--- src/hw/rtl/t9pd_pkg.sv ---
`timescale 1ns / 1ps
// Package for the type 9 password decoder: key alphabet lookup, group schedule,
// weight shifts, decoder phase and status codes. No dependencies.

package t9pd_pkg;

   localparam int KEY_LEN = 65;
   localparam int CYCLE_LEN = 7;
   localparam int MAX_GROUP = 4;

   // key alphabet, first character in the most significant byte
   localparam logic [8*KEY_LEN-1:0] KEY_STR =
      "QzF3n6/9CAtpu0OB1IREhcSyrleKvMW8LXx7N-dVbwsY2g4oaJZGUDjiHkq.mPf5T";

   // group sizes of the 7-step cycle
   localparam logic [2:0] GROUP_SIZE [CYCLE_LEN] =
      '{3'd3, 3'd3, 3'd3, 3'd2, 3'd2, 3'd4, 3'd3};

   // weights are powers of two; stored as shift amounts
   localparam logic [2:0] WEIGHT_SHIFT [CYCLE_LEN][MAX_GROUP] = '{
      '{3'd0, 3'd2, 3'd5, 3'd0},
      '{3'd0, 3'd4, 3'd5, 3'd0},
      '{3'd0, 3'd3, 3'd5, 3'd0},
      '{3'd0, 3'd6, 3'd0, 3'd0},
      '{3'd0, 3'd5, 3'd0, 3'd0},
      '{3'd0, 3'd2, 3'd4, 3'd7},
      '{3'd0, 3'd5, 3'd6, 3'd0}
   };

   localparam logic [7:0] CHAR_MAX = 8'd127;

   typedef enum logic [1:0] {
      STATUS_OK      = 2'd0,
      STATUS_INVALID = 2'd1,
      STATUS_SHORT   = 2'd2,
      STATUS_RANGE   = 2'd3
   } t9pd_status_type;

   typedef enum logic [1:0] {
      PH_FIRST = 2'd0,
      PH_SALT  = 2'd1,
      PH_GROUP = 2'd2,
      PH_DRAIN = 2'd3
   } t9pd_phase_type;

   // one looked-up input character
   typedef struct packed {
      logic       hit;
      logic [6:0] idx;
      logic       last;
   } t9pd_item_type;

   function automatic logic [7:0] key_char(input int i);
      return KEY_STR[8*(KEY_LEN-1-i) +: 8];
   endfunction

   function automatic logic [7:0] key_lookup(input logic [7:0] c);
      logic [7:0] r;
      r = 8'd0;
      for (int i = 0; i < KEY_LEN; i++) begin
         if (key_char(i) == c) begin
            r = {1'b1, 7'(i)};
         end
      end
      return r;
   endfunction

   function automatic logic [1:0] salt_count(input logic [6:0] idx);
      logic [1:0] r;
      if (idx <= 7'd14) r = 2'd3;
      else if (idx <= 7'd34) r = 2'd2;
      else if (idx <= 7'd54) r = 2'd1;
      else r = 2'd0;
      return r;
   endfunction

endpackage

--- src/hw/rtl/t9pd_lookup.sv ---
`timescale 1ns / 1ps
// Input stage: registers each incoming character with its alphabet index.
// Depends on t9pd_pkg.

module t9pd_lookup import t9pd_pkg::*; (
   input  logic          clock,
   input  logic          reset,
   input  logic          req_tvalid,
   output logic          req_tready,
   input  logic [7:0]    req_tdata,   // [7:0] ch
   input  logic          req_tlast,
   output logic          item_valid,
   input  logic          item_ready,
   output t9pd_item_type item
);

   logic          item_valid_ff, item_valid_in;
   t9pd_item_type item_ff, item_in;
   logic [7:0]    hit_idx;
   logic          take;

   assign req_tready = !item_valid_ff || item_ready;
   assign take       = req_tvalid && req_tready;
   assign hit_idx    = key_lookup(req_tdata);

   always_comb begin
      item_in.hit  = hit_idx[7];
      item_in.idx  = hit_idx[6:0];
      item_in.last = req_tlast;
      if (take) item_valid_in = 1'b1;
      else if (item_ready) item_valid_in = 1'b0;
      else item_valid_in = item_valid_ff;
   end

   always_ff @(posedge clock) begin
      if (reset) begin
         item_valid_ff <= 1'b0;
      end else begin
         item_valid_ff <= item_valid_in;
      end
   end

   always_ff @(posedge clock) begin
      if (take) begin
         item_ff <= item_in;
      end
   end

   assign item_valid = item_valid_ff;
   assign item       = item_ff;

endmodule

--- src/hw/rtl/t9pd_core.sv ---
`timescale 1ns / 1ps
// Decode state (phase, salt, group schedule, accumulator, error) and the
// result register. Depends on t9pd_pkg.

module t9pd_core import t9pd_pkg::*; (
   input  logic          clock,
   input  logic          reset,
   input  logic          item_valid,
   output logic          item_ready,
   input  t9pd_item_type item,
   output logic          rsp_tvalid,
   input  logic          rsp_tready,
   output logic [15:0]   rsp_tdata,   // [6:0] out_char, [8:7] status, rest zero
   output logic          rsp_tlast,   // finished
   output logic          rsp_tuser    // char_valid
);

   t9pd_phase_type phase_ff, phase_in;
   logic [1:0] salt_ff, salt_in;
   logic [2:0] pat_ff, pat_in;
   logic [1:0] gpos_ff, gpos_in;
   logic [6:0] prev_ff, prev_in;
   logic [7:0] acc_ff, acc_in;
   logic [1:0] err_ff, err_in;

   logic       rsp_valid_ff, rsp_valid_in;
   logic [6:0] char_ff, char_in;
   logic       cvalid_ff, cvalid_in;
   logic       fin_ff, fin_in;
   logic [1:0] status_ff, status_in;

   logic       step, emit, clear;
   logic [1:0] salt_dec;
   logic [6:0] span;
   logic [7:0] gap, weighted, acc_sum;
   logic [2:0] gpos_inc;

   assign item_ready = !rsp_valid_ff || rsp_tready;
   assign step       = item_valid && item_ready;

   // gap = ((65 + idx - prev) mod 65) - 1, wrapped; both indexes are below 65
   always_comb begin
      if (item.idx >= prev_ff) span = item.idx - prev_ff;
      else span = 7'(8'(item.idx) + 8'(KEY_LEN) - 8'(prev_ff));
      gap      = 8'(span) - 8'd1;
      weighted = gap << WEIGHT_SHIFT[pat_ff][gpos_ff];
      acc_sum  = acc_ff + weighted;
      salt_dec = salt_ff - 2'd1;
      gpos_inc = 3'(gpos_ff) + 3'd1;
   end

   always_comb begin
      phase_in  = phase_ff;
      salt_in   = salt_ff;
      pat_in    = pat_ff;
      gpos_in   = gpos_ff;
      prev_in   = prev_ff;
      acc_in    = acc_ff;
      err_in    = err_ff;
      emit      = 1'b0;
      clear     = 1'b0;
      char_in   = 7'd0;
      cvalid_in = 1'b0;
      fin_in    = 1'b0;
      status_in = STATUS_OK;

      unique case (phase_ff)
         PH_FIRST: begin
            if (!item.hit) begin
               err_in    = STATUS_INVALID;
               phase_in  = PH_DRAIN;
               status_in = STATUS_INVALID;
            end else begin
               prev_in   = item.idx;
               salt_in   = salt_count(item.idx);
               if (salt_count(item.idx) != 2'd0) phase_in = PH_SALT;
               else phase_in = PH_GROUP;
               status_in = STATUS_SHORT;
            end
            emit = item.last;
         end
         PH_SALT: begin
            salt_in = salt_dec;
            if (salt_dec == 2'd0) phase_in = PH_GROUP;
            status_in = (salt_dec != 2'd0) ? STATUS_SHORT : STATUS_OK;
            emit      = item.last;
         end
         PH_GROUP: begin
            if (!item.hit) begin
               if (err_ff == STATUS_OK) err_in = STATUS_INVALID;
            end else if (err_ff == STATUS_OK) begin
               acc_in  = acc_sum;
               prev_in = item.idx;
            end
            if (gpos_inc < GROUP_SIZE[pat_ff]) begin
               gpos_in   = gpos_inc[1:0];
               status_in = STATUS_SHORT;
               emit      = item.last;
            end else begin
               gpos_in = 2'd0;
               if (err_in != STATUS_OK) begin
                  phase_in  = PH_DRAIN;
                  status_in = err_in;
                  emit      = item.last;
               end else if (acc_in > CHAR_MAX) begin
                  err_in    = STATUS_RANGE;
                  phase_in  = PH_DRAIN;
                  status_in = STATUS_RANGE;
                  emit      = item.last;
               end else begin
                  // completed group: one plain character
                  emit      = 1'b1;
                  char_in   = acc_in[6:0];
                  cvalid_in = 1'b1;
                  pat_in    = (pat_ff == 3'(CYCLE_LEN - 1)) ? 3'd0 : pat_ff + 3'd1;
                  acc_in    = 8'd0;
               end
            end
         end
         PH_DRAIN: begin
            status_in = err_ff;
            emit      = item.last;
         end
         default: begin
            emit = 1'b0;
         end
      endcase

      if (item.last) begin
         fin_in = 1'b1;
         clear  = 1'b1;
      end
      if (cvalid_in) status_in = STATUS_OK;
   end

   always_comb begin
      if (step) rsp_valid_in = emit;
      else if (rsp_tready) rsp_valid_in = 1'b0;
      else rsp_valid_in = rsp_valid_ff;
   end

   always_ff @(posedge clock) begin
      if (reset) begin
         phase_ff     <= PH_FIRST;
         salt_ff      <= 2'd0;
         pat_ff       <= 3'd0;
         gpos_ff      <= 2'd0;
         prev_ff      <= 7'd0;
         acc_ff       <= 8'd0;
         err_ff       <= STATUS_OK;
         rsp_valid_ff <= 1'b0;
      end else begin
         rsp_valid_ff <= rsp_valid_in;
         if (step) begin
            if (clear) begin
               phase_ff <= PH_FIRST;
               salt_ff  <= 2'd0;
               pat_ff   <= 3'd0;
               gpos_ff  <= 2'd0;
               prev_ff  <= 7'd0;
               acc_ff   <= 8'd0;
               err_ff   <= STATUS_OK;
            end else begin
               phase_ff <= phase_in;
               salt_ff  <= salt_in;
               pat_ff   <= pat_in;
               gpos_ff  <= gpos_in;
               prev_ff  <= prev_in;
               acc_ff   <= acc_in;
               err_ff   <= err_in;
            end
         end
      end
   end

   always_ff @(posedge clock) begin
      if (step && emit) begin
         char_ff   <= char_in;
         cvalid_ff <= cvalid_in;
         fin_ff    <= fin_in;
         status_ff <= status_in;
      end
   end

   assign rsp_tvalid = rsp_valid_ff;
   assign rsp_tdata  = {7'd0, status_ff, char_ff};
   assign rsp_tlast  = fin_ff;
   assign rsp_tuser  = cvalid_ff;

endmodule

--- src/hw/rtl/type9_password_decoder.sv ---
`timescale 1ns / 1ps
// Type 9 password decoder, one encoded character per transaction.
// Two register stages: the lookup stage registers the accepted character, then the
// state/result stage registers the result that rsp_tvalid presents.
// Throughput: one character per cycle; the state update stage in t9pd_core
// takes one item each cycle that its result register can take a result.
// Reset (synchronous, active high) empties both stages and returns to the first character.

module type9_password_decoder import t9pd_pkg::*; (
   input  logic        clock,
   input  logic        reset,
   input  logic        req_tvalid,
   output logic        req_tready,
   input  logic [7:0]  req_tdata,   // [7:0] ch
   input  logic        req_tlast,   // last
   output logic        rsp_tvalid,
   input  logic        rsp_tready,
   output logic [15:0] rsp_tdata,   // [6:0] out_char, [8:7] status, [15:9] zero
   output logic        rsp_tlast,   // finished
   output logic        rsp_tuser    // char_valid
);

   logic          item_valid;
   logic          item_ready;
   t9pd_item_type item;

   t9pd_lookup u_lookup (
      .clock      (clock),
      .reset      (reset),
      .req_tvalid (req_tvalid),
      .req_tready (req_tready),
      .req_tdata  (req_tdata),
      .req_tlast  (req_tlast),
      .item_valid (item_valid),
      .item_ready (item_ready),
      .item       (item)
   );

   t9pd_core u_core (
      .clock      (clock),
      .reset      (reset),
      .item_valid (item_valid),
      .item_ready (item_ready),
      .item       (item),
      .rsp_tvalid (rsp_tvalid),
      .rsp_tready (rsp_tready),
      .rsp_tdata  (rsp_tdata),
      .rsp_tlast  (rsp_tlast),
      .rsp_tuser  (rsp_tuser)
   );

endmodule

--- config.mk ---
export PLATFORM = sky130hd
export DESIGN_NAME = type9_password_decoder
export DESIGN_NICKNAME = d
export VERILOG_FILES = /design/src/hw/rtl/t9pd_pkg.sv /design/src/hw/rtl/t9pd_lookup.sv /design/src/hw/rtl/t9pd_core.sv /design/src/hw/rtl/type9_password_decoder.sv
export SDC_FILE = /design/constraint.sdc
export NUM_CORES = 1
export LEC_CHECK = 0
export BUFFER_PORTS_ARGS = -buffer_cell sky130_fd_sc_hd__buf_2
export CORE_AREA = 2 2 107 109
export DETAILED_ROUTE_END_ITERATION = 10
export DIE_AREA = 0 0 109 111
export GPL_TIMING_DRIVEN = 0
export PLACE_DENSITY_LB_ADDON = 0.1
export SLEW_MARGIN = 10
export SYNTH_ARGS = -nofsm -noshare
export SYNTH_HDL_FRONTEND = slang
export SYNTH_SLANG_ARGS = --single-unit
export TNS_END_PERCENT = 10
--- constraint.sdc ---
create_clock -name clock -period 5.6 [get_ports clock]
set_input_delay 0 -clock clock [delete_from_list [all_inputs] [get_ports clock]]
set_output_delay 0 -clock clock [all_outputs]
set_load 0.005 [all_outputs]
* After elaboration in Yosys (flattened, before gate mapping) *
Memory sizes are Yosys's and may differ from the RTL's.
Index checks and enable logic that the tools add are counted.

cells by class
  add/subtract/negate cells = 8
  magnitude comparators = 8
  equality and inequality tests = 79
  shift operators = 1
  multiplexer cells = 137
  bitwise logic cells = 3
  reduce and logical (&&, ||, !) cells = 28

operators by type and width
  kind                   number
  $mux W7                68
  $eq A7 B8 Y1 const A   52
  $eq A6 B8 Y1 const A   13
  $mux W8                9
  $reduce_or A64 Y1      1
  $mux W2                28
  $mux W3                10
  $mux W12               2
  $reduce_and A5 Y1      3
  $le A7 B6 Y1 const B   2
  $pmux W7 S2            1
  $sub A7 B7 Y7          2
  $mux W1                13
  $ne A3 B2 Y1 const B   4
  $reduce_bool A2 Y1     6
  $add A8 B8 Y8          1
  $gt A8 B7 Y1 const B   1
  $pmux W2 S2            2
  $pmux W2 S4            1
  $shl A8 B3 Y8          1
  $sub A7 B1 Y8 const B  1
  $add A7 B7 Y7 const B  1
  $ge A7 B7 Y1           1
  $le A7 B4 Y1 const B   1
  28 further kinds       40

storage, ports and cells
  bits in registers = 48
  bits in read-only memories = 120
  bits of input ports = 13
  output and inout bits = 20
  logic and storage cells = 282
  memories = 2

memory list
  memory           depth  bits a word  read ports  clocked after memory_dff  write ports  line             RTL
  (no name shown)  8      12           1           0                         0            t9pd_core.sv:46  weighted = gap << WEIGHT_SHIFT[pat_ff][gpos_ff];
  (no name shown)  8      3            1           0                         0            t9pd_core.sv:95  if (gpos_inc < GROUP_SIZE[pat_ff]) begin

* Depth between registers and ports, before layout *
  depth in word-level cells = 65
  gate-level depth with buffers = 28
  mapped depth without buffers = 26

* Cells and area by module *
Synthesis repeated with hierarchy kept, for this count alone.

unflattened totals
  cell total of the unflattened synthesis = 720
  area total of the unflattened synthesis = 5581.6 µm²

modules (own cells, without submodules)
  module       instances  cells each  area an instance (µm²)  seq. area each (µm²)
  t9pd_core    1          508         3912.5                  870.8
  t9pd_lookup  1          212         1669.1                  290.3

* Least setup slack after synthesis *
No wires, ideal clock.

  path type = register to register
  start = register u_lookup.item_ff, in the netlist u_lookup.item[4]
  end = register u_core.char_ff[0] (enable)
  library setup time = 0.397 ns
  data arrival time = 5.455 ns
  required time = 5.203 ns
  path slack = -0.252 ns
  cell stages (with the launch flop) = 24
  path buffers = 1
  clock period less this slack = 5.852 ns
  cells stage by stage = edfxtp_1 > ha_1 > inv_1 > fa_1 > clkbuf_1 > nand3b_1 > o311ai_2 > xnor2_1 > ha_1 > nor3b_1 > xnor2_1 > nor2_1 > nor3_1 > a21oi_1 > nor2_1 > a31oi_1 > o21ai_0 > ha_1 > a21oi_1 > o21bai_1 > a21oi_1 > xnor2_1 > xor2_2 > o31ai_1

on the way
  word-level cells in the longest chain between the ends = 15

RTL lines
  item                      line               RTL
  start: declaration        t9pd_lookup.sv:18  t9pd_item_type item_ff, item_in;
  start signal: assignment  t9pd_lookup.sv:45  item_ff <= item_in;
  $add A7 B7 Y7             t9pd_core.sv:44    else span = 7'(8'(item.idx) + 8'(KEY_LEN) - 8'(prev_ff));
  $sub A7 B7 Y7             t9pd_core.sv:44
  $mux W7 (*)               t9pd_core.sv:43    if (item.idx >= prev_ff) span = item.idx - prev_ff;
  $sub A7 B1 Y8 (*)         t9pd_core.sv:45    gap = 8'(span) - 8'd1;
  $shl A8 B3 Y8 (*)         t9pd_core.sv:46
  $add A8 B8 Y8 (*)         t9pd_core.sv:47    acc_sum = acc_ff + weighted;
  $mux W8 (*)               t9pd_core.sv:91    end else if (err_ff == STATUS_OK) begin
  $mux W8 (*)               t9pd_core.sv:89    if (!item.hit) begin
  $mux W8 (*)               t9pd_core.sv:67    unique case (phase_ff)
  $gt A8 B7 Y1 (*)          t9pd_core.sv:105   end else if (acc_in > CHAR_MAX) begin
  $mux W1 (*)               t9pd_core.sv:105
  $mux W1 (*)               t9pd_core.sv:101   if (err_in != STATUS_OK) begin
  $mux W1 (*)               t9pd_core.sv:95
  $pmux W1 S2 (*)           t9pd_core.sv:67
  $logic_and A1 B1 Y1 (*)   t9pd_core.sv:177   if (step && emit) begin
  end signal: assignment    t9pd_core.sv:178   char_ff <= char_in;
  end: declaration          t9pd_core.sv:27    logic [6:0] char_ff, char_in;

Mark *: on every way between the ends. The rest lies on a longest branch, timed or not. The select of a mux whose other input is x is not followed.
A chain may end at the register's enable or synchronous reset.

* Worst setup path in the final report *
  start = register u_lookup.item_ff, in the netlist u_lookup.item[1]
  end = register u_core.char_ff[6] (enable)

Same word-level chain as after synthesis.

==> run metrics <==
gr usage total=27.56%; ys flop type=dfxtp_1; post-detailed-routing wire length=16760 um; Max Clock Freq=186.1 MHz; Worst IR Drop VDD=between 0.00015 and 0.0002 V; antenna violations before repair=0; status=completed; HPWL after DPL=roughly 13000 um; DRT antenna net count=0; non-filler cells, final=~930; I/O Buffers=25; setup_tns=0 ns; adder-cell share of the synthesized area=10.06%; Synth Area in Compound Gates=a little over a quarter; HP Start=rsp_tready; vias in the first global route=around 5300; leakage power=about 2.5 nW; required time worst endpoint=roughly 5.6 ns; core area=about 0.011 mm^2; Starting Density=about half; metal2 WL=8120 um; Top Ports=33; CP top delay family=compound AO/OA/AOI/OAI gates; Rel. slew slack=46.89%; Slew Viols, Final=0; Die Y=about 110 um; grt ovf=0; critical path type=flip-flop to flip-flop; Yosys warnings=0; clk buf depth=2; final net count=between 800 and 900; share of cells above drive strength 1=between 10% and 20%; post-synth cell types=84; mux share of post-synthesis cell area=under 10%; wire per inst=17.96 um; CTS H-tree depth=2; synthesis-to-finish area growth=18.07%; Gate power share=43.7%; routed vias/inst=slightly above 6; Pwr Density=between 200 and 250 mW/mm^2; M1 WL=around 7000 um; synth top area cells=edfxtp_1 11%, dfxtp_1 10%, ha_1 7.5%, nand2_1 5.7%, nor2_1 5.2%; final hold vios=0; Post-Synth Simple-Gate Area=26.87%; EDFF count, synth=20; TritonRoute pass-1 iters=8; CP max stage cell=edfxtp_1; Synth top area share=around 11%; Fin Clk Skew=between 0.006 and 0.007 ns; Num CTS Buffers=5; clk root buf=clkbuf_16; Sw Share=36.37%; Iter 0 DRT Violations=between 400 and 500; Post-Synth XOR/XNOR Area=between 4 and 5%; # rows=39; largest net degree at the start of global routing=17; leading area contributor after synthesis=edfxtp_1; Clk pwr share=between 20% and 30%; Max stage delay on crit path=~0.41 ns; Yosys reg bits=between 40 and 50; worst hold path class=input port to flip-flop; Power Internal=roughly 890 uW; Critical Path AT=~5.4 ns; Net Sw Power=about 500 uW; crit path from=u_lookup.item[1]; CTS tree=built; Die ar.=roughly 0.012 mm^2; GPL Wtd Cong=about 0.94; Post-Syn Area=roughly 0.0054 mm^2; Detail Route met3 WL=just under 900 um; Worst-Skew Late Latency=around 0.30 ns; register area share after synthesis=~22%; share of power burned in registers=28.0%; CP Launch Type=flip-flop; Mapped Cells=roughly 720; CP endpoint kind=flip-flop; combinational family with the most area after synthesis=compound AO/OA/AOI/OAI gates; first-pass GRT wire length=26430 um; Final Cycle Share=a little over nine tenths; clock sink count=48; CP Max Fanout=9; worst r2r src=u_lookup.item[1]; Worst-Margin Slew=roughly 0.79 ns; Die W=approximately 110 um; # diodes=0; setup violators final=0; total number of vias=between 5000 and 6000; Max Cap Viol=0; Worst-path clk slew=0.07 ns; Post-synth ARST share=0%; Synth Area per Inst=about 7.4 um^2; Final Critical Period=5.373 ns; Buf+Inv Stages, Crit Path=7; DRC=0; top routing layer used=met4; DP Cell Count=about 900
timing repair:
| item | in CTS | in global routing |
|---|---|---|
| buffers inserted | 6 | 20 |
| gates cloned | 0 | 1 |
| gates resized for setup | 17 | 23 |
| pin swaps | 4 | 17 |
| endpoints found under the hold margin | 2 | 0 |
| hold buffers | 2 | 0 |
| setup endpoints to repair | 36 | 36 |
final cells by class:
class	count	area (um^2)
multi-input combinational	596	4060
clock buffer	5	125.1
fill	1059	4733
sequential	48	1161
clock inverter	3	68.82
tap	143	178.9
buffer	43	209.0
inverter	42	157.7
timing repair buffer	53	382.9
kinds of logic (layout without fill, tap and decap cells):
kind of cell,after synthesis,in the layout
compound gates,215,215
simple gates,295,295
xor+xnor,26,26
other cells,1,7
buf+inv,86,146
fa+ha+maj,39,39
flops,48,48
mux,14,14
placed cells by master, fill, tap and decap left out, drive strengths merged, types with 7 or more instances in the layout:
master,Yosys,final
nor2b,11,11
conb,1,7
o31ai,7,7
ha,32,32
inv,40,41
o21ai,44,44
nand2,82,82
xor2,10,10
mux2i,10,10
edfxtp,20,20
a21boi,9,9
o22ai,11,11
buf,20,71
nand3,26,26
xnor2,16,16
nor3,28,28
nand2b,15,15
clkbuf,24,28
o211ai,10,10
a31oi,13,13
and2,7,7
dfxtp,28,28
nor2,77,77
fa,7,7
a21oi,54,54
sequential cells by signal (all words and copies together), names as in the netlist:
signal / count
u_lookup.item: 9
u_core.acc_ff: 8
u_core.char_ff: 7
u_core.prev_ff: 7
u_core.pat_ff: 3
u_core.err_ff: 2
u_core.gpos_ff: 2
u_core.phase_ff: 2
u_core.salt_ff: 2
u_core.status_ff: 2
u_core.rsp_tlast: 1
u_core.rsp_tuser: 1
u_core.rsp_tvalid: 1
u_lookup.item_valid: 1
Yosys cell counts (5+ instances only):
library cell	number
ha_1	32
nand2_1	81
mux2i_1	10
nor4_1	6
buf_4	8
and2_1	6
edfxtp_1	20
a211oi_1	5
fa_1	7
a311oi_1	5
or3_1	6
nor3_1	27
a21o_1	5
nand2b_1	15
nor2b_1	11
nand4_1	5
inv_1	40
a31oi_1	13
nor3b_1	6
o22ai_1	11
buf_2	5
dfxtp_1	28
o211ai_1	10
a21oi_1	54
xor2_1	8
a2111oi_0	5
nor2_1	74
o31ai_1	7
nand3_1	25
o21ai_0	41
a21boi_0	8
nand3b_1	6
buf_1	7
and3_1	6
clkbuf_1	24
xnor2_1	14
metal layers:
layer  vias to the layer above  GRT usage, %
met5                         -             0
met3                        51         3.821
met2                       218         45.09
li1                       2759             -
met1                      2699         35.46
met4                         0         12.74
final timing paths:
kind	endpoint	slack (ns)	depth (start not counted)
worst max-delay path	u_core.char_ff[6]	0.23	26
worst min register to register	u_core.rsp_tlast	0.46	0
worst min-delay path	u_lookup.item_valid	0.05	4
worst max register to register	u_core.char_ff[6]	0.23	26
worst min-delay path, stage by stage:
cell and delay (ns):
buf_2 0.08, nor2b_1 0.04, a21oi_1 0.13, nor2_1 0.04
power by group through the flow:
stage,clock [mW],combinational [mW],sequential (mW)
3_3_place_gp,0,0.515,0.399
6_report,0.396,0.612,0.392
5_1_grt,0.419,0.670,0.393
4_1_cts,0.404,0.551,0.392
2_1_floorplan,0,0.402,0.396
3_5_place_dp,0,0.521,0.400
metrics by stage:
stage                     hold WS (ns)  instance area, um^2  power [mW]  util (%)  setup WS (ns)
after global placement          0.1773                 5704      0.9139     51.50        -0.9179
after detailed placement        0.1812                 5704      0.9206     51.50         -1.173
after floorplan                0.09887                 5400      0.7981         -        0.06311
final                          0.04881                 6344       1.400     57.27         0.2274
after global routing           0.05685                 6344       1.482     57.27       -0.09741
after CTS                      0.04117                 6070       1.347     54.80        0.01016
Power figures use the tool's default switching activity.
